==> config.mk <==
export PLATFORM = sky130hd
export DESIGN_NAME = dda_line_pixel_generator_core
export DESIGN_NICKNAME = d
export VERILOG_FILES = /design/src/hdl/dlpg_pkg.sv /design/src/hdl/dda_line_pixel_generator_core.sv
export SDC_FILE = /design/constraint.sdc
export NUM_CORES = 1
export LEC_CHECK = 0
export ABC_AREA = 1
export ABC_CLOCK_PERIOD_IN_PS = 13900
export BUFFER_PORTS_ARGS = -buffer_cell sky130_fd_sc_hd__buf_2
export CORE_MARGIN = 1.5
export CORE_UTILIZATION = 45
export DETAILED_ROUTE_END_ITERATION = 10
export GPL_TIMING_DRIVEN = 0
export SKIP_LAST_GASP = 1
export SYNTH_ARGS = -nofsm -noshare
export SYNTH_HDL_FRONTEND = slang
export SYNTH_SLANG_ARGS = --single-unit
==> constraint.sdc <==
create_clock -name clock -period 13.9 [get_ports clock]
set_input_delay 0.695 -clock clock [delete_from_list [all_inputs] [get_ports clock]]
set_output_delay 0.695 -clock clock [all_outputs]
set_load 0.005 [all_outputs]
==> src/hdl/dlpg_pkg.sv <==
// ----------------------------------------------------------------------------
// DDA line pixel generator package
// Shared widths, codes and the sequencer state type.
// ----------------------------------------------------------------------------
package dlpg_pkg;

   localparam int COORD_W  = 16;
   localparam int SPAN_W   = 16;
   localparam int PTS_W    = 17;
   localparam int DIM_W    = 13;
   localparam int COLOUR_W = 32;
   localparam int ADDR_W   = 24;
   localparam int CSR_IDX_W = 4;

   localparam logic [CSR_IDX_W-1:0] REG_FRAME_WIDTH  = 4'd0;
   localparam logic [CSR_IDX_W-1:0] REG_FRAME_HEIGHT = 4'd1;

   localparam logic ACT_START = 1'b0;
   localparam logic ACT_STEP  = 1'b1;

   localparam logic [DIM_W-1:0] WIDTH_RESET  = 13'd800;
   localparam logic [DIM_W-1:0] HEIGHT_RESET = 13'd600;

   typedef enum logic [4:0] {
      ST_IDLE  = 5'b00001,
      ST_LOAD  = 5'b00010,
      ST_DIV   = 5'b00100,
      ST_ROUND = 5'b01000,
      ST_ADDR  = 5'b10000
   } state_type;

endpackage

==> src/hdl/dda_line_pixel_generator_core.sv <==
// ----------------------------------------------------------------------------
// DDA line pixel generator core
// Rasterizes one line segment into frame-buffer writes, one per step request.
// ----------------------------------------------------------------------------
// A start request (action 0) loads both endpoints and the colour; the block
// then runs one shared restoring divider twice, X increment then Y increment,
// FRAC_BITS+1 quotient bits per pass after a load state; no further request is
// taken until both passes are done (a zero-length line skips the divider).
// A step request (action 1) on an active line takes three steps: accept, round
// and bounds check, then the y*width+x multiply-add into the output register,
// which waits out a stalled result; a step while no line is active is
// absorbed. The output register lets a new request in while a result waits.
// Increments are signed fixed point with FRAC_BITS fraction bits, rounded to
// nearest with ties away from zero; pixel positions round the same way.
module dda_line_pixel_generator_core #(
   parameter int FRAC_BITS = 16,
   parameter int MAX_DIM   = 4096
) (
   input  logic                                 clock,
   input  logic                                 reset,
   // request channel
   input  logic                                 req_valid,
   output logic                                 req_stall,
   input  logic                                 req_action,
   input  logic signed [dlpg_pkg::COORD_W-1:0]  req_x_start,
   input  logic signed [dlpg_pkg::COORD_W-1:0]  req_y_start,
   input  logic signed [dlpg_pkg::COORD_W-1:0]  req_x_end,
   input  logic signed [dlpg_pkg::COORD_W-1:0]  req_y_end,
   input  logic        [dlpg_pkg::COLOUR_W-1:0] req_line_colour,
   // result channel
   output logic                                 rsp_valid,
   input  logic                                 rsp_stall,
   output logic        [dlpg_pkg::ADDR_W-1:0]   rsp_pixel_address,
   output logic        [dlpg_pkg::COLOUR_W-1:0] rsp_pixel_colour,
   output logic                                 rsp_write_enable,
   output logic                                 rsp_last_pixel,
   // register write channel
   input  logic                                 csr_valid,
   output logic                                 csr_ready,
   input  logic        [dlpg_pkg::CSR_IDX_W-1:0] csr_index,
   input  logic        [dlpg_pkg::DIM_W-1:0]    csr_wdata
);
   import dlpg_pkg::*;

   localparam int ACC_W   = 18 + FRAC_BITS;
   localparam int INC_W   = 2 + FRAC_BITS;
   localparam int QUO_W   = FRAC_BITS + 1;
   localparam int NUM_W   = SPAN_W + FRAC_BITS + 1;
   localparam int RND_W   = ACC_W + 1;
   localparam int PIX_W   = RND_W - FRAC_BITS;
   localparam int EXT_W   = ACC_W - COORD_W - FRAC_BITS;
   localparam int CNT_W   = $clog2(QUO_W);
   localparam int DIM_CAP = (MAX_DIM > 8191) ? 8191 : MAX_DIM;
   localparam logic [RND_W-1:0] HALF = RND_W'(1) << (FRAC_BITS - 1);

   state_type               state_ff, state_in;
   logic                    axis_ff, axis_in;
   logic [CNT_W-1:0]        cnt_ff, cnt_in;
   logic [SPAN_W-1:0]       rem_ff, rem_in;
   logic [QUO_W-1:0]        nq_ff, nq_in;
   logic [SPAN_W-1:0]       span_ff, span_in;
   logic [SPAN_W-1:0]       mag_x_ff, mag_x_in, mag_y_ff, mag_y_in;
   logic                    neg_x_ff, neg_x_in, neg_y_ff, neg_y_in;
   logic [INC_W-1:0]        inc_x_ff, inc_x_in, inc_y_ff, inc_y_in;
   logic [ACC_W-1:0]        acc_x_ff, acc_x_in, acc_y_ff, acc_y_in;
   logic [PTS_W-1:0]        pts_ff, pts_in;
   logic [COLOUR_W-1:0]     colour_ff, colour_in;
   logic                    active_ff, active_in;
   logic [DIM_W-1:0]        xpix_ff, xpix_in, ypix_ff, ypix_in;
   logic                    inside_ff, inside_in;
   logic                    last_ff, last_in;
   logic [DIM_W-1:0]        width_ff, width_in, height_ff, height_in;
   logic                    rsp_valid_ff, rsp_valid_in;
   logic [ADDR_W-1:0]       rsp_addr_ff, rsp_addr_in;
   logic [COLOUR_W-1:0]     rsp_colour_ff, rsp_colour_in;
   logic                    rsp_we_ff, rsp_we_in;
   logic                    rsp_last_ff, rsp_last_in;

   logic                    req_take;
   logic [COORD_W:0]        dx, dy, ax, ay;
   logic [SPAN_W-1:0]       span_new;
   logic [SPAN_W-1:0]       mag_sel;
   logic [NUM_W-1:0]        num;
   logic [SPAN_W:0]         shifted;
   logic [SPAN_W+1:0]       diff;
   logic                    qbit;
   logic [QUO_W-1:0]        quo;
   logic [INC_W-1:0]        inc_mag, inc_new;
   logic [RND_W-1:0]        sum_x, sum_y;
   logic [PIX_W-1:0]        rnd_x, rnd_y;
   logic [DIM_W-1:0]        csr_val;
   logic [2*DIM_W-1:0]      prod;
   logic [2*DIM_W:0]        lin_addr;

   assign req_take  = req_valid && !req_stall;
   assign req_stall = (state_ff != ST_IDLE);
   assign csr_ready = 1'b1;

   assign rsp_valid         = rsp_valid_ff;
   assign rsp_pixel_address = rsp_addr_ff;
   assign rsp_pixel_colour  = rsp_colour_ff;
   assign rsp_write_enable  = rsp_we_ff;
   assign rsp_last_pixel    = rsp_last_ff;

   // line set-up: spans of both axes
   assign dx = {req_x_end[COORD_W-1], req_x_end} - {req_x_start[COORD_W-1], req_x_start};
   assign dy = {req_y_end[COORD_W-1], req_y_end} - {req_y_start[COORD_W-1], req_y_start};
   assign ax = dx[COORD_W] ? -dx : dx;
   assign ay = dy[COORD_W] ? -dy : dy;
   assign span_new = (ax >= ay) ? ax[SPAN_W-1:0] : ay[SPAN_W-1:0];

   // shared divider: numerator is mag*2^F + span/2
   assign mag_sel = axis_ff ? mag_y_ff : mag_x_ff;
   assign num     = NUM_W'({mag_sel, {FRAC_BITS{1'b0}}}) + NUM_W'(span_ff[SPAN_W-1:1]);
   assign shifted = {rem_ff, nq_ff[QUO_W-1]};
   assign diff    = {1'b0, shifted} - {2'b00, span_ff};
   assign qbit    = !diff[SPAN_W+1];
   assign quo     = {nq_ff[QUO_W-2:0], qbit};
   assign inc_mag = {1'b0, quo};
   assign inc_new = (axis_ff ? neg_y_ff : neg_x_ff) ? -inc_mag : inc_mag;

   // round half away from zero: (a + half - [a<0]) >>> F
   assign sum_x = {acc_x_ff[ACC_W-1], acc_x_ff} + HALF - RND_W'(acc_x_ff[ACC_W-1]);
   assign sum_y = {acc_y_ff[ACC_W-1], acc_y_ff} + HALF - RND_W'(acc_y_ff[ACC_W-1]);
   assign rnd_x = sum_x[RND_W-1:FRAC_BITS];
   assign rnd_y = sum_y[RND_W-1:FRAC_BITS];

   assign prod     = ypix_ff * width_ff;
   assign lin_addr = {1'b0, prod} + (2*DIM_W+1)'(xpix_ff);

   assign csr_val = (32'(csr_wdata) > DIM_CAP) ? DIM_W'(DIM_CAP) : csr_wdata;

   always_comb begin
      state_in      = state_ff;
      axis_in       = axis_ff;
      cnt_in        = cnt_ff;
      rem_in        = rem_ff;
      nq_in         = nq_ff;
      span_in       = span_ff;
      mag_x_in      = mag_x_ff;
      mag_y_in      = mag_y_ff;
      neg_x_in      = neg_x_ff;
      neg_y_in      = neg_y_ff;
      inc_x_in      = inc_x_ff;
      inc_y_in      = inc_y_ff;
      acc_x_in      = acc_x_ff;
      acc_y_in      = acc_y_ff;
      pts_in        = pts_ff;
      colour_in     = colour_ff;
      active_in     = active_ff;
      xpix_in       = xpix_ff;
      ypix_in       = ypix_ff;
      inside_in     = inside_ff;
      last_in       = last_ff;
      width_in      = width_ff;
      height_in     = height_ff;
      rsp_valid_in  = rsp_valid_ff && rsp_stall;
      rsp_addr_in   = rsp_addr_ff;
      rsp_colour_in = rsp_colour_ff;
      rsp_we_in     = rsp_we_ff;
      rsp_last_in   = rsp_last_ff;

      if (csr_valid && csr_ready) begin
         case (csr_index)
            REG_FRAME_WIDTH:  width_in  = csr_val;
            REG_FRAME_HEIGHT: height_in = csr_val;
            default: ;
         endcase
      end

      case (state_ff)
         ST_IDLE: begin
            if (req_take) begin
               if (req_action == ACT_START) begin
                  span_in   = span_new;
                  mag_x_in  = ax[SPAN_W-1:0];
                  mag_y_in  = ay[SPAN_W-1:0];
                  neg_x_in  = dx[COORD_W];
                  neg_y_in  = dy[COORD_W];
                  acc_x_in  = {{EXT_W{req_x_start[COORD_W-1]}}, req_x_start,
                               {FRAC_BITS{1'b0}}};
                  acc_y_in  = {{EXT_W{req_y_start[COORD_W-1]}}, req_y_start,
                               {FRAC_BITS{1'b0}}};
                  pts_in    = PTS_W'(span_new) + PTS_W'(1);
                  colour_in = req_line_colour;
                  active_in = 1'b1;
                  axis_in   = 1'b0;
                  inc_x_in  = '0;
                  inc_y_in  = '0;
                  if (span_new != '0) begin
                     state_in = ST_LOAD;
                  end
               end else if (active_ff) begin
                  state_in = ST_ROUND;
               end
            end
         end
         ST_LOAD: begin
            rem_in   = num[NUM_W-1 -: SPAN_W];
            nq_in    = num[QUO_W-1:0];
            cnt_in   = '0;
            state_in = ST_DIV;
         end
         ST_DIV: begin
            rem_in = qbit ? diff[SPAN_W-1:0] : shifted[SPAN_W-1:0];
            nq_in  = quo;
            cnt_in = cnt_ff + CNT_W'(1);
            if (cnt_ff == CNT_W'(FRAC_BITS)) begin
               if (axis_ff) begin
                  inc_y_in = inc_new;
                  state_in = ST_IDLE;
               end else begin
                  inc_x_in = inc_new;
                  axis_in  = 1'b1;
                  state_in = ST_LOAD;
               end
            end
         end
         ST_ROUND: begin
            xpix_in   = rnd_x[DIM_W-1:0];
            ypix_in   = rnd_y[DIM_W-1:0];
            inside_in = !rnd_x[PIX_W-1] && (rnd_x < PIX_W'(width_ff)) &&
                        !rnd_y[PIX_W-1] && (rnd_y < PIX_W'(height_ff));
            last_in   = (pts_ff == PTS_W'(1));
            pts_in    = pts_ff - PTS_W'(1);
            if (pts_ff == PTS_W'(1)) begin
               active_in = 1'b0;
            end
            acc_x_in  = acc_x_ff + {{(ACC_W-INC_W){inc_x_ff[INC_W-1]}}, inc_x_ff};
            acc_y_in  = acc_y_ff + {{(ACC_W-INC_W){inc_y_ff[INC_W-1]}}, inc_y_ff};
            state_in  = ST_ADDR;
         end
         ST_ADDR: begin
            // hold until the output register is free
            if (!rsp_valid_ff || !rsp_stall) begin
               rsp_valid_in  = 1'b1;
               rsp_addr_in   = inside_ff ? lin_addr[ADDR_W-1:0] : '0;
               rsp_colour_in = colour_ff;
               rsp_we_in     = inside_ff;
               rsp_last_in   = last_ff;
               state_in      = ST_IDLE;
            end
         end
         default: begin
            state_in = ST_IDLE;
         end
      endcase
   end

   always_ff @(posedge clock) begin
      if (reset) begin
         state_ff     <= ST_IDLE;
         active_ff    <= 1'b0;
         rsp_valid_ff <= 1'b0;
         width_ff     <= WIDTH_RESET;
         height_ff    <= HEIGHT_RESET;
      end else begin
         state_ff     <= state_in;
         active_ff    <= active_in;
         rsp_valid_ff <= rsp_valid_in;
         width_ff     <= width_in;
         height_ff    <= height_in;
      end
   end

   always_ff @(posedge clock) begin
      axis_ff       <= axis_in;
      cnt_ff        <= cnt_in;
      rem_ff        <= rem_in;
      nq_ff         <= nq_in;
      span_ff       <= span_in;
      mag_x_ff      <= mag_x_in;
      mag_y_ff      <= mag_y_in;
      neg_x_ff      <= neg_x_in;
      neg_y_ff      <= neg_y_in;
      inc_x_ff      <= inc_x_in;
      inc_y_ff      <= inc_y_in;
      acc_x_ff      <= acc_x_in;
      acc_y_ff      <= acc_y_in;
      pts_ff        <= pts_in;
      colour_ff     <= colour_in;
      xpix_ff       <= xpix_in;
      ypix_ff       <= ypix_in;
      inside_ff     <= inside_in;
      last_ff       <= last_in;
      rsp_addr_ff   <= rsp_addr_in;
      rsp_colour_ff <= rsp_colour_in;
      rsp_we_ff     <= rsp_we_in;
      rsp_last_ff   <= rsp_last_in;
   end

   a_div_count_bound: assert property (@(posedge clock) disable iff (reset)
      (state_ff == ST_DIV) |-> (cnt_ff <= CNT_W'(FRAC_BITS)))
      else $error("divider ran past its last quotient bit");

   a_last_ends_line: assert property (@(posedge clock) disable iff (reset)
      (state_ff == ST_ROUND && pts_ff == PTS_W'(1)) |=> !active_ff)
      else $error("line still active after its last point");

   a_step_needs_line: assert property (@(posedge clock) disable iff (reset)
      (state_ff == ST_ROUND) |-> active_ff)
      else $error("pixel computed without an active line");

   a_masked_address: assert property (@(posedge clock) disable iff (reset)
      (rsp_valid_ff && !rsp_we_ff) |-> (rsp_addr_ff == '0))
      else $error("address nonzero on a point outside the frame");

   a_result_from_addr: assert property (@(posedge clock) disable iff (reset)
      $rose(rsp_valid_ff) |-> ($past(state_ff) == ST_ADDR))
      else $error("result appeared outside the address stage");

endmodule
; Word-level counts from Yosys, hierarchy flattened
; Index checks and enable logic that the tools add are counted.
[word_totals]
ff_bits = 361
word_cells = 142
out_inout_bits = 61
input_bits = 119
[op_classes]
bitwise_logic = 1
n_mul = 1
addsub = 17
order_cmp = 4
reduce_logical = 27
muxes = 46
n_eq_ne = 18
[ops]
columns = operator, count
row1 = 34-bit 2-to-1 mux, 4
row2 = 34-bit case mux with 2 select lines, 2
row3 = 18-bit 2-to-1 mux, 7
row4 = 18-bit case mux with 2 select lines, 2
row5 = "34-bit by 17-bit adder with 35-bit output, second input constant", 2
row6 = 35-bit by 1-bit subtractor with 35-bit output, 2
row7 = 34-bit adder, 2
row8 = 17-bit 2-to-1 mux, 4
row9 = 17-bit case mux with 2 select lines, 2
row10 = 16-bit 2-to-1 mux, 3
row11 = 19-bit by 13-bit < comparator with 1-bit output, 2
row12 = 17-bit negation, 2
row13 = 16-bit by 16-bit subtractor with 17-bit output, 2
row14 = 32-bit by 15-bit adder with 33-bit output, 1
row15 = 16-bit case mux with 2 select lines, 1
row16 = 5-bit 2-to-1 mux, 6
row17 = 5-bit case mux with 5 select lines, 1
row18 = 24-bit by 13-bit adder with 24-bit output, 1
row19 = 13-bit by 13-bit multiplier with 24-bit output, 1
row20 = 17-bit negation with 18-bit output, 1
row21 = 17-bit by 16-bit subtractor with 18-bit output, 1
row22 = "16-bit by 1-bit adder with 17-bit output, second input constant", 1
row23 = "17-bit by 1-bit == test with 1-bit output, second input constant", 1
row24 = 17-bit greater-or-equal comparator, 1
row25 = other kinds (28), 62

; Longest topological paths before layout
; Gate-level depths: netlist (run 1).
[logic_depth]
word_depth = 10
ltp_mapped = 41
mapped_depth_nobuf = 39

; Worst setup path after synthesis (run 1)
; OpenSTA, ideal clock, no wires.
[synth_path]
path_kind = register to register
startpoint = register width_ff[3]
endpoint = register rsp_addr_ff[23] (netlist: rsp_pixel_address[23]) (data pin)
setup_ns = 0.264
required_ns = 13.636
arrival_ns = 5.701
period_less_slack_ns = 5.964
path_buffers = 1
path_slack_ns = 7.936
path_stages_with_launch = 22
cell_sequence = dfxtp_1 -> clkbuf_1 -> nand2_1 -> fa_1 -> inv_1 -> fa_1 -> fa_1 -> inv_1 -> fa_1 -> fa_1 -> inv_1 -> fa_1 -> ha_1 -> nand2_1 -> o21ai_0 -> nand4_1 -> o211ai_1 -> a21oi_1 -> o31ai_1 -> a31oi_1 -> o21ai_0 -> a21oi_1
[synth_between]
elab_chain_len = 2
[synth_rtl]
columns = item, line_no
row1 = "start, declared", dda_line_pixel_generator_core.sv:72  ; logic [DIM_W-1:0] width_ff, width_in, height_ff, height_in;
row2 = "start signal, assigned", dda_line_pixel_generator_core.sv:261  ; width_ff <= width_in;
row3 = 13-bit by 13-bit multiplier with 24-bit output, dda_line_pixel_generator_core.sv:128  ; assign prod = ypix_ff * width_ff;
row4 = 24-bit by 13-bit adder with 24-bit output, dda_line_pixel_generator_core.sv:129  ; assign lin_addr = {1'b0, prod} + (2*DIM_W+1)'(xpix_ff);
row5 = "end signal, assigned", dda_line_pixel_generator_core.sv:286  ; rsp_addr_ff <= rsp_addr_in;
row6 = "end, declared", dda_line_pixel_generator_core.sv:74  ; logic [ADDR_W-1:0] rsp_addr_ff, rsp_addr_in;
; Every way passes these cells.
; A chain may end at the register's enable or synchronous reset.

; Worst setup path in the final report (run 1)
[layout_path]
startpoint = register ypix_ff[5]
endpoint = register rsp_addr_ff[23] (netlist: rsp_pixel_address[23]) (data pin)
[layout_between]
elab_chain_len = 2
[layout_rtl]
columns = item, line_no
row1 = "start, declared", dda_line_pixel_generator_core.sv:69  ; logic [DIM_W-1:0] xpix_ff, xpix_in, ypix_ff, ypix_in;
row2 = "start signal, assigned", dda_line_pixel_generator_core.sv:283  ; ypix_ff <= ypix_in;
row3 = 13-bit by 13-bit multiplier with 24-bit output, dda_line_pixel_generator_core.sv:128
row4 = 24-bit by 13-bit adder with 24-bit output, dda_line_pixel_generator_core.sv:129
; Every way passes these cells.

==> results.yml, run 1 <==
status:
  status: "completed"
global_routing:
  grt_pass1_vias: 24050
  antenna_found_initial: 0
  grt_pass1_wl_um: 130600
  grt-ovfl-total: 0
  grt_max_degree: 52
  track_usage_pct: 23.89
drt:
  antenna_left: 0
  remaining_drc_errors: 0
  finalWirelength_um: 82290
  wl_per_cell_um: 17.27
  num_vias: 24730
  first_pass_iters: 7
  via_per_inst: 5.190
  drt_iter0_markers: 1559
placed_design:
  dpl.hpwl_um: 66890
  placed_cell_area_sq_um: 32590
  place_congestion: 0.9115
  io_buffers: 178
cts:
  clockBufferDepth: 3
  ctsResizeCount: 0
  cts_root_buf: "clkbuf_16"
  htree_levels: 2
  path_clk_slew_ps: 60
  cts_tree: "built"
  post_cts_buffers: 0
  cts_buffers: 44
  insertion_delay_ps: 610
  cts_sinks: 361
  cts_hold_buf: 0
critical_path:
  cp_data_required_time_ps: 14330
  criticalPathCategory: "register to register"
  worst_setup_path_end_kind: "register"
  crit_family: "adder cells"
  cp_max_fo: 10
  path_cells: "clkbuf_1 -> nand2_1 -> fa_1 -> inv_1 -> fa_1 -> fa_1 -> inv_1 -> fa_1 -> fa_1 -> inv_1 -> fa_1 -> ha_1 -> nand2_1 -> o21ai_0 -> nand4_1 -> o211ai_1 -> a21oi_1 -> o31ai_1 -> a31oi_1 -> o21ai_0 -> o21ai_0 -> a21oi_1"
  start_kind: "register"
  critPathSlowestCell: "fa_1"
  worstPathArrival_ps: 7730
  crit_path_frequent_cell: "fa_1"
  cp_slowest_stage_delay_ps: 560
  path_buf_inv: 4
sta:
  fin_crit_sh_pct: 52.55
  finalCriticalPeriod_ps: 7304
  hold_viol: 0
  slew_headroom_pct: 29.04
  rsz0062_at_grt: "false"
  tightestPinTransition_ps: 1055
  fin_setup_tns_ps: 0
  drv_slew: 0
  fmax_mhz: 136.9
  finalSetupViolations: 0
  fin_skew_ps: 57.56
synthesis:
  synth_top_family_by_area: "adder cells"
  synth_area_sq_um: 30420
  synthArstFlopShare_pct: 0
  ys_ff_latch: 361
  synth_flop_cell: "edfxtp_1"
  synthAdderAreaFrac_pct: 21.49
  synth-simple-area-share_pct: 18.80
  synth_mux_area_share_pct: 0
  syn_inst: 3625
  synth_compound_area_share_pct: 12.64
  synth_xor_area_share_pct: 3.599
  synth_seq_area_share_pct: 34.56
  ys_types: 63
  synth_fp_nets: 4186
  yosys.area.top_type: "edfxtp_1"
  synth_top_cell_area_share_pct: 32.38
  synth_edf_count: 328
  synth_area_leaders: "edfxtp_1 (32%), ha_1 (13%), nand2_1 (9.2%), fa_1 (8.8%), inv_1 (7.7%)"
  avgSynthCellArea_sq_um: 8.390
  synth.yosys.warnings: 0
final_layout:
  final_core_util_pct: 50.87
  final_cell_mix: "nand2_1 (744), inv_1 (625), edfxtp_1 (328)"
  layout.nets: 4418
  nFillCells: 6545
  final_common_cell: "nand2_1"
  diodes: 0
  syn_to_final_growth_pct: 12.12
  finalInstanceArea_sq_um: 34100
  final_layout_size_suffix_gt1_share_pct: 9.892
floorplanning:
  start_util_pct: 45.37
  io_pins: 180
  die_h_um: 263.0
  fp-row-count: 95
  core-area_sq_um: 67040
  die_w_um: 263.0
  die_area_sq_um: 69160
power:
  power-per-cell-area_nw_per_um2: 153.4
  ir_drop_v: 0.0001288
  p_leak_nw: 16.23
hold_path:
  hold_class: "input port to register"
job:
  max-cap-violations: 0
kinds of logic (layout without fill, tap and decap cells):
kind of cell | count (synthesis) | in the layout
xor+xnor | 125 | 125
other cells | 1 | 1
flops | 361 | 361
buf+inv | 709 | 976
simple gates | 1300 | 1300
fa+ha+maj | 442 | 442
compound gates | 687 | 687
flip-flops by register name, indices dropped and copies added (netlist names), 13 cells and up:
register	count
acc_y_ff	34
mag_x_ff	16
ypix_ff	13
acc_x_ff	34
pts_ff	17
rem_ff	16
height_ff	13
width_ff	13
inc_y_ff	18
mag_y_ff	16
nq_ff	17
xpix_ff	13
rsp_pixel_address	24
span_ff	16
rsp_pixel_colour	32
colour_ff	32
inc_x_ff	18
worst reg2reg max path, delay by kind of cell (launching register included):
family                   cells  cell delay [ps]
AO/OA/AOI/OAI                8             2190
adder cells (fa/ha/maj)      7             3410
buffers and inverters        4              640
flip-flops                   1              540
AND/OR/NAND/NOR              3              370
worst paths after layout:
check	startpoint	to	slack (ps)	depth (start not counted)
max	ypix_ff[5]	rsp_pixel_address[23]	6600	22
min	req_line_colour[2]	colour_ff[2]	270	1
max reg2reg	ypix_ff[5]	rsp_pixel_address[23]	6600	22
min reg2reg	colour_ff[11]	rsp_pixel_colour[11]	410	0
stage by stage:
step	cells	hold WS [ps]	power, mW	worst slack, ps
6_report	4765	273.7	5.230	6596
5_1_grt	4765	233.5	5.636	6035
4_1_cts	4765	220.4	5.257	6600
3_5_place_dp	4684	404.5	4.031	6615
3_3_place_gp	4676	400.6	4.004	6298
2_1_floorplan	3625	400.3	3.360	7936
where the power goes:
part | total [mW] | internal, mW | switching (mW)
Combinational | 2.50 | 0.869 | 1.63
Sequential | 1.53 | 1.43 | 0.104
Clock | 1.20 | 0.709 | 0.495
Total | 5.23 | 3.00 | 2.23
cell type report:
cell class,instances,area (sq um),area share (%)
clock inverter,26,284.0,0.8328
buffer,74,324.1,0.9503
sequential,361,10510,30.82
timing repair buffer,186,1056,3.097
clock buffer,55,1227,3.599
tap,873,1092,3.203
multi-input combinational,2555,17220,50.49
inverter,635,2391,7.011
synth_stat cells, types with 11 or more instances:
master / number
nand3_1: 130
clkbuf_1: 63
nand2_4: 16
xor2_1: 72
o21bai_1: 14
edfxtp_1: 328
a31oi_1: 22
fa_1: 134
o21a_1: 36
nor3_1: 40
nor2_2: 11
a21o_1: 21
o21ai_0: 201
nand2_2: 33
o21ai_1: 18
dfxtp_1: 33
nand2_1: 745
nor4_1: 17
xnor2_1: 53
nor2_1: 219
inv_1: 627
a21oi_1: 321
or2_2: 18
nand4_1: 38
ha_1: 308
layer usage:
metal	wire length, um	track usage (%)
met1	37250	31.58
met2	39060	41.26
met3	3626	2.525
met4	2361	7.171
met5	0	0
Power figures use the tool's default switching activity.
==> run 2, diff against run 1 <==
--- a/config.mk
+++ b/config.mk
@@ -6,7 +6,7 @@
 export NUM_CORES = 1
 export LEC_CHECK = 0
 export ABC_AREA = 1
-export ABC_CLOCK_PERIOD_IN_PS = 13900
+export ABC_CLOCK_PERIOD_IN_PS = 6870
 export BUFFER_PORTS_ARGS = -buffer_cell sky130_fd_sc_hd__buf_2
 export CORE_MARGIN = 1.5
 export CORE_UTILIZATION = 45
==> constraint.sdc (replaced) <==
create_clock -name clock -period 6.87 [get_ports clock]
set_input_delay 0.3435 -clock clock [delete_from_list [all_inputs] [get_ports clock]]
set_output_delay 0.3435 -clock clock [all_outputs]
set_load 0.005 [all_outputs]
==> results.yml, run 2 (synthesis gave the netlist of run 1 again) <==
sta:
  tightestPinTransition_ps: 1047
  finalCriticalPeriod_ps: 6537
  drv_slew: 0
  hold_viol: 0
  fin_skew_ps: 60.11
  fin_crit_sh_pct: 95.16
  fmax_mhz: 153.0
  fin_setup_tns_ps: 0
  finalSetupViolations: 0
  slew_headroom_pct: 29.58
critical_path:
  path_buf_inv: 4
  criticalPathCategory: "register to register"
  rr_worst_depth: 20
  cp_max_fo: 10
  critPathSlowestCell: "fa_1"
  crit_family: "adder cells"
  crit_path_frequent_cell: "fa_1"
  start_kind: "register"
  reg2reg_to: "rsp_pixel_address[23]"
  reg2reg_slack_ps: 330
  r2r_start: "width_ff[8]"
  worstPathArrival_ps: 6960
  crit_cells: 20
  cp_slowest_stage_delay_ps: 560
  path_cells: "clkbuf_2 -> nand2_1 -> fa_1 -> fa_1 -> inv_1 -> fa_1 -> inv_1 -> fa_1 -> inv_1 -> fa_1 -> fa_1 -> ha_1 -> nand2_1 -> o211ai_1 -> a21oi_1 -> o31ai_2 -> a31oi_1 -> o21ai_1 -> o21ai_0 -> a21oi_1"
  cp_data_required_time_ps: 7300
  worst_setup_path_end_kind: "register"
cts:
  cts_root_buf: "clkbuf_16"
  cts_tree: "built"
  cts_buffers: 44
  insertion_delay_ps: 610
  clockBufferDepth: 3
  htree_levels: 2
  cts_sinks: 361
  path_clk_slew_ps: 60
global_routing:
  track_usage_pct: 23.87
  grt_pass1_wl_um: 130700
  grt_max_degree: 52
  antenna_found_initial: 0
  grt-ovfl-total: 0
  grt_pass1_vias: 24230
floorplanning:
  die_w_um: 263.0
  core-area_sq_um: 67040
  start_util_pct: 45.37
  die_h_um: 263.0
  fp-row-count: 95
  die_area_sq_um: 69160
  io_pins: 180
drt:
  num_vias: 24900
  finalWirelength_um: 82270
  wl_per_cell_um: 17.13
  antenna_left: 0
  drt_iter0_markers: 1430
  first_pass_iters: 5
  via_per_inst: 5.182
  remaining_drc_errors: 0
hold_path:
  hold_depth: 3
  hold_class: "input port to register"
  min_from: "csr_wdata[9]"
  whs_endpoint: "height_ff[9]"
placed_design:
  io_buffers: 178
  place_congestion: 0.9115
  placed_cell_area_sq_um: 32590
  dpl.hpwl_um: 66890
final_layout:
  final_cell_mix: "nand2_1 (744), inv_1 (625), edfxtp_1 (328)"
  finalInstanceArea_sq_um: 34580
  layout.nets: 4457
  diodes: 0
  final_common_cell: "nand2_1"
  reg_top3: "acc_x_ff: 34 flops, acc_y_ff: 34 flops"
  nFillCells: 6502
  syn_to_final_growth_pct: 13.69
  final_layout_size_suffix_gt1_share_pct: 10.63
power:
  power-per-cell-area_nw_per_um2: 307.0
  power_mw: 10.62
  p_leak_nw: 16.48
  ir_drop_v: 0.0002620
status:
  status: "completed"
job:
  max-cap-violations: 0
==> run 2: cell types whose count changed in the layout (fill, tap and decap cells not counted), moves of 3 or more <==
cell           before  now
clkbuf_4            0    5
clkbuf_2            1    7
o21ai_0           201  196
dlygate4sd3_1       0   33
buf_4               3   15
o21ai_1            18   21
clkbuf_1           69   48
==> run 2: timing repair <==
action / in CTS / in global routing
buffers inserted: 0 / 14
setup endpoints to repair: 3 / 4
hold buffers: 33 / 0
endpoints found under the hold margin: 33 / 0
gates resized for setup: 7 / 37
pin swaps: 0 / 1
==> run 2: report_power, final <==
| part | internal [mW] | switching [mW] | leakage, nW |
|---|---|---|---|
| Clock | 1.43 | 0.997 | 0.738 |
| Sequential | 2.88 | 0.213 | 3.31 |
| Combinational | 1.79 | 3.30 | 12.4 |
| Total | 6.10 | 4.51 | 16.5 |
==> run 2: worst max-delay path by stage <==
| stage | start | slack [ps] | to |
|---|---|---|---|
| finish | width_ff[8] | 330 | rsp_pixel_address[23] |
| global route | width_ff[5] | -50 | rsp_pixel_address[22] |
| CTS | width_ff[3] | -100 | rsp_pixel_address[23] |
| detailed placement | ypix_ff[6] | -410 | rsp_pixel_address[23] |
| global placement | state_ff[3] | -730 | active_ff |
| floorplan | width_ff[3] | 910 | rsp_pixel_address[23] |
==> run 2: metal layers <==
metal  GRT usage (%)  wire [um]  up-vias
met5               0          0        -
met4           7.233       2271        0
met1           31.48      36980    11600
li1                -          -    12590
met2           41.31      39310      608
met3           2.507       3708      105
==> run 2: through the flow <==
step	hold slack (ps)	utilization, %	setup WS [ps]	cells
after floorplan	400.3	-	905.5	3625
after global placement	400.6	48.33	-731.6	4676
after detailed placement	404.5	48.62	-414.8	4684
after CTS	7.317	51.35	-102.4	4793
after global routing	36.07	51.58	-50.97	4804
final	50.77	51.58	332.6	4804
==> run 2: worst reg2reg max path, stage by stage, from the launching register on <==
cell	delay, ps
dfxtp_1	510
clkbuf_2	350
nand2_1	120
fa_1	520
fa_1	500
inv_1	50
fa_1	520
inv_1	60
fa_1	540
inv_1	60
fa_1	560
fa_1	420
ha_1	380
nand2_1	90
o211ai_1	410
a21oi_1	220
o31ai_2	340
a31oi_1	200
o21ai_1	190
o21ai_0	90
a21oi_1	220
==> run 2: cell type report <==
| type | count | area, sq um | share of cell area, % |
|---|---|---|---|
| tap | 873 | 1092 | 3.159 |
| clock buffer | 55 | 1227 | 3.549 |
| sequential | 361 | 10510 | 30.40 |
| multi-input combinational | 2555 | 17230 | 49.84 |
| clock inverter | 26 | 284.0 | 0.8213 |
| inverter | 635 | 2391 | 6.914 |
| buffer | 66 | 322.8 | 0.9335 |
| timing repair buffer | 233 | 1516 | 4.385 |
==> run 3, diff against run 2 <==
--- a/config.mk
+++ b/config.mk
@@ -12,6 +12,7 @@
 export CORE_UTILIZATION = 45
 export DETAILED_ROUTE_END_ITERATION = 10
 export GPL_TIMING_DRIVEN = 0
+export PLACE_DENSITY_LB_ADDON = 0.12
 export SKIP_LAST_GASP = 1
 export SYNTH_ARGS = -nofsm -noshare
 export SYNTH_HDL_FRONTEND = slang
==> results.yml, run 3 (synthesis gave the netlist of run 1 again) <==
sta:
  finalSetupViolations: 0
  tightestPinTransition_ps: 1141
  hold_viol: 0
  drv_slew: 0
  slew_headroom_pct: 23.26
  layout_setup_ws_ps: 354.0
  fmax_mhz: 153.5
  fin_crit_sh_pct: 94.85
  rsz0062_at_grt: "false"
  finalCriticalPeriod_ps: 6516
  fin_skew_ps: 30.93
global_routing:
  grt_max_degree: 68
  antenna_found_initial: 1
  track_usage_pct: 23.69
  grt-ovfl-total: 0
  grt_pass1_wl_um: 129200
  grt_pass1_vias: 23750
final_layout:
  nFillCells: 6440
  reg_top3: "acc_x_ff: 34 flops, acc_y_ff: 34 flops"
  regArea_sq_um: 10510
  multi_input_area_sq_um: 17230
  diodes: 0
  final_core_util_pct: 51.41
  fin_cells: 4797
  finalInstanceArea_sq_um: 34470
  final_layout_size_suffix_gt1_share_pct: 10.42
  layout.nets: 4450
  final_common_cell: "nand2_1"
  syn_to_final_growth_pct: 13.32
  final_cell_mix: "nand2_1 (744), inv_1 (625), edfxtp_1 (328)"
drt:
  drt_iter0_markers: 1420
  antenna_left: 0
  remaining_drc_errors: 0
  first_pass_iters: 6
  num_vias: 24660
  wl_per_cell_um: 17.09
  via_per_inst: 5.141
  finalWirelength_um: 81970
critical_path:
  cp-startpoint: "width_ff[6]"
  path_cells: "clkbuf_2 -> nand2_1 -> fa_1 -> inv_1 -> fa_1 -> inv_1 -> fa_1 -> inv_1 -> fa_1 -> fa_1 -> fa_1 -> ha_1 -> nand2_1 -> o211ai_1 -> a21oi_1 -> o31ai_2 -> a31oi_1 -> o21ai_1 -> o21ai_0 -> a21oi_1"
  crit_path_frequent_cell: "fa_1"
  rr_worst_depth: 20
  criticalPathCategory: "register to register"
  worst_setup_path_end_kind: "register"
  cp_data_required_time_ps: 7320
  r2r_start: "width_ff[6]"
  cp_slowest_stage_delay_ps: 570
  worstPathArrival_ps: 6970
  start_kind: "register"
  cp_max_fo: 10
  critPathSlowestCell: "fa_1"
cts:
  cts_root_buf: "clkbuf_16"
  htree_levels: 2
  cts_tree: "built"
  cts_sinks: 361
  cts_buffers: 45
  clockBufferDepth: 3
  insertion_delay_ps: 610
  path_clk_slew_ps: 60
floorplanning:
  start_util_pct: 45.37
  die_area_sq_um: 69160
  fp-row-count: 95
  die_h_um: 263.0
  die_w_um: 263.0
  core-area_sq_um: 67040
  io_pins: 180
placed_design:
  place_inst: 4684
  place_congestion: 0.9239
  placed_cell_area_sq_um: 32590
  dpl.hpwl_um: 66870
  post-place-ws_ps: -291.6
  io_buffers: 178
hold_path:
  hold_class: "input port to register"
  hold_depth: 3
  min_from: "csr_wdata[7]"
job:
  max-cap-violations: 0
power:
  power_mw: 10.64
  ir_drop_v: 0.0002616
  p_leak_nw: 16.42
  power-per-cell-area_nw_per_um2: 308.6
status:
  status: "completed"
[run 3: changes by cell type in the layout (fill, tap and decap cells not counted), moves of 2 or more]
cell       before  now
buf_12          7    5
buf_4          15    9
clkbuf_16      48   45
clkbuf_2        7   12
clkbuf_4        5    0
clkinv_4        3    1
[run 3: repair_timing]
action                                  CTS  global route
resized for setup                         7            26
pin swaps                                 0             1
endpoints found under the hold margin    33             0
buffers inserted                          0             6
hold buffers                             33             0
endpoints found under the setup margin    3             4
[run 3: worst paths after layout]
kind	endpoint	slack, ps
worst min register to register	rsp_pixel_colour[20]	420
worst max-delay path	rsp_pixel_address[23]	350
worst max register to register	rsp_pixel_address[23]	350
worst min-delay path	height_ff[7]	60
[run 3: power breakdown]
group          total, mW  internal (mW)  switching [mW]
Sequential          3.10           2.88           0.212
Combinational       5.11           1.79            3.32
Clock               2.43           1.41            1.02
[run 3: critical path: cells and delay by family, from the launching register on]
kind / cells / cell delay, ps
AOI/OAI and AO/OA: 7 / 1650
adders and majority gates: 7 / 3410
buffers and inverters: 4 / 520
DFF: 1 / 540
and+or+nand+nor: 2 / 220
[run 3: stage by stage]
step                hold slack [ps]  setup TNS (ps)
floorplan                     400.3               0
global placement              400.0          -43910
detailed placement            404.5          -574.0
CTS                           26.16          -25.08
global route                  35.17               0
finish                        56.82               0
[run 3: area by class of cell]
type	instances	area share [%]
timing repair buffer	225	4.153
buffer	66	0.9003
clock inverter	29	0.9620
clock buffer	53	3.383
inverter	635	6.937
multi-input combinational	2555	49.99
tap	873	3.169
sequential	361	30.50
[run 3: routing by layer]
| metal | share of wire, % | track usage [%] |
|---|---|---|
| met4 | 2.8 | 7.108 |
| met5 | 0.016 | 0 |
| met3 | 4.0 | 2.638 |
| met1 | 45 | 31.17 |
| met2 | 48 | 41.01 |
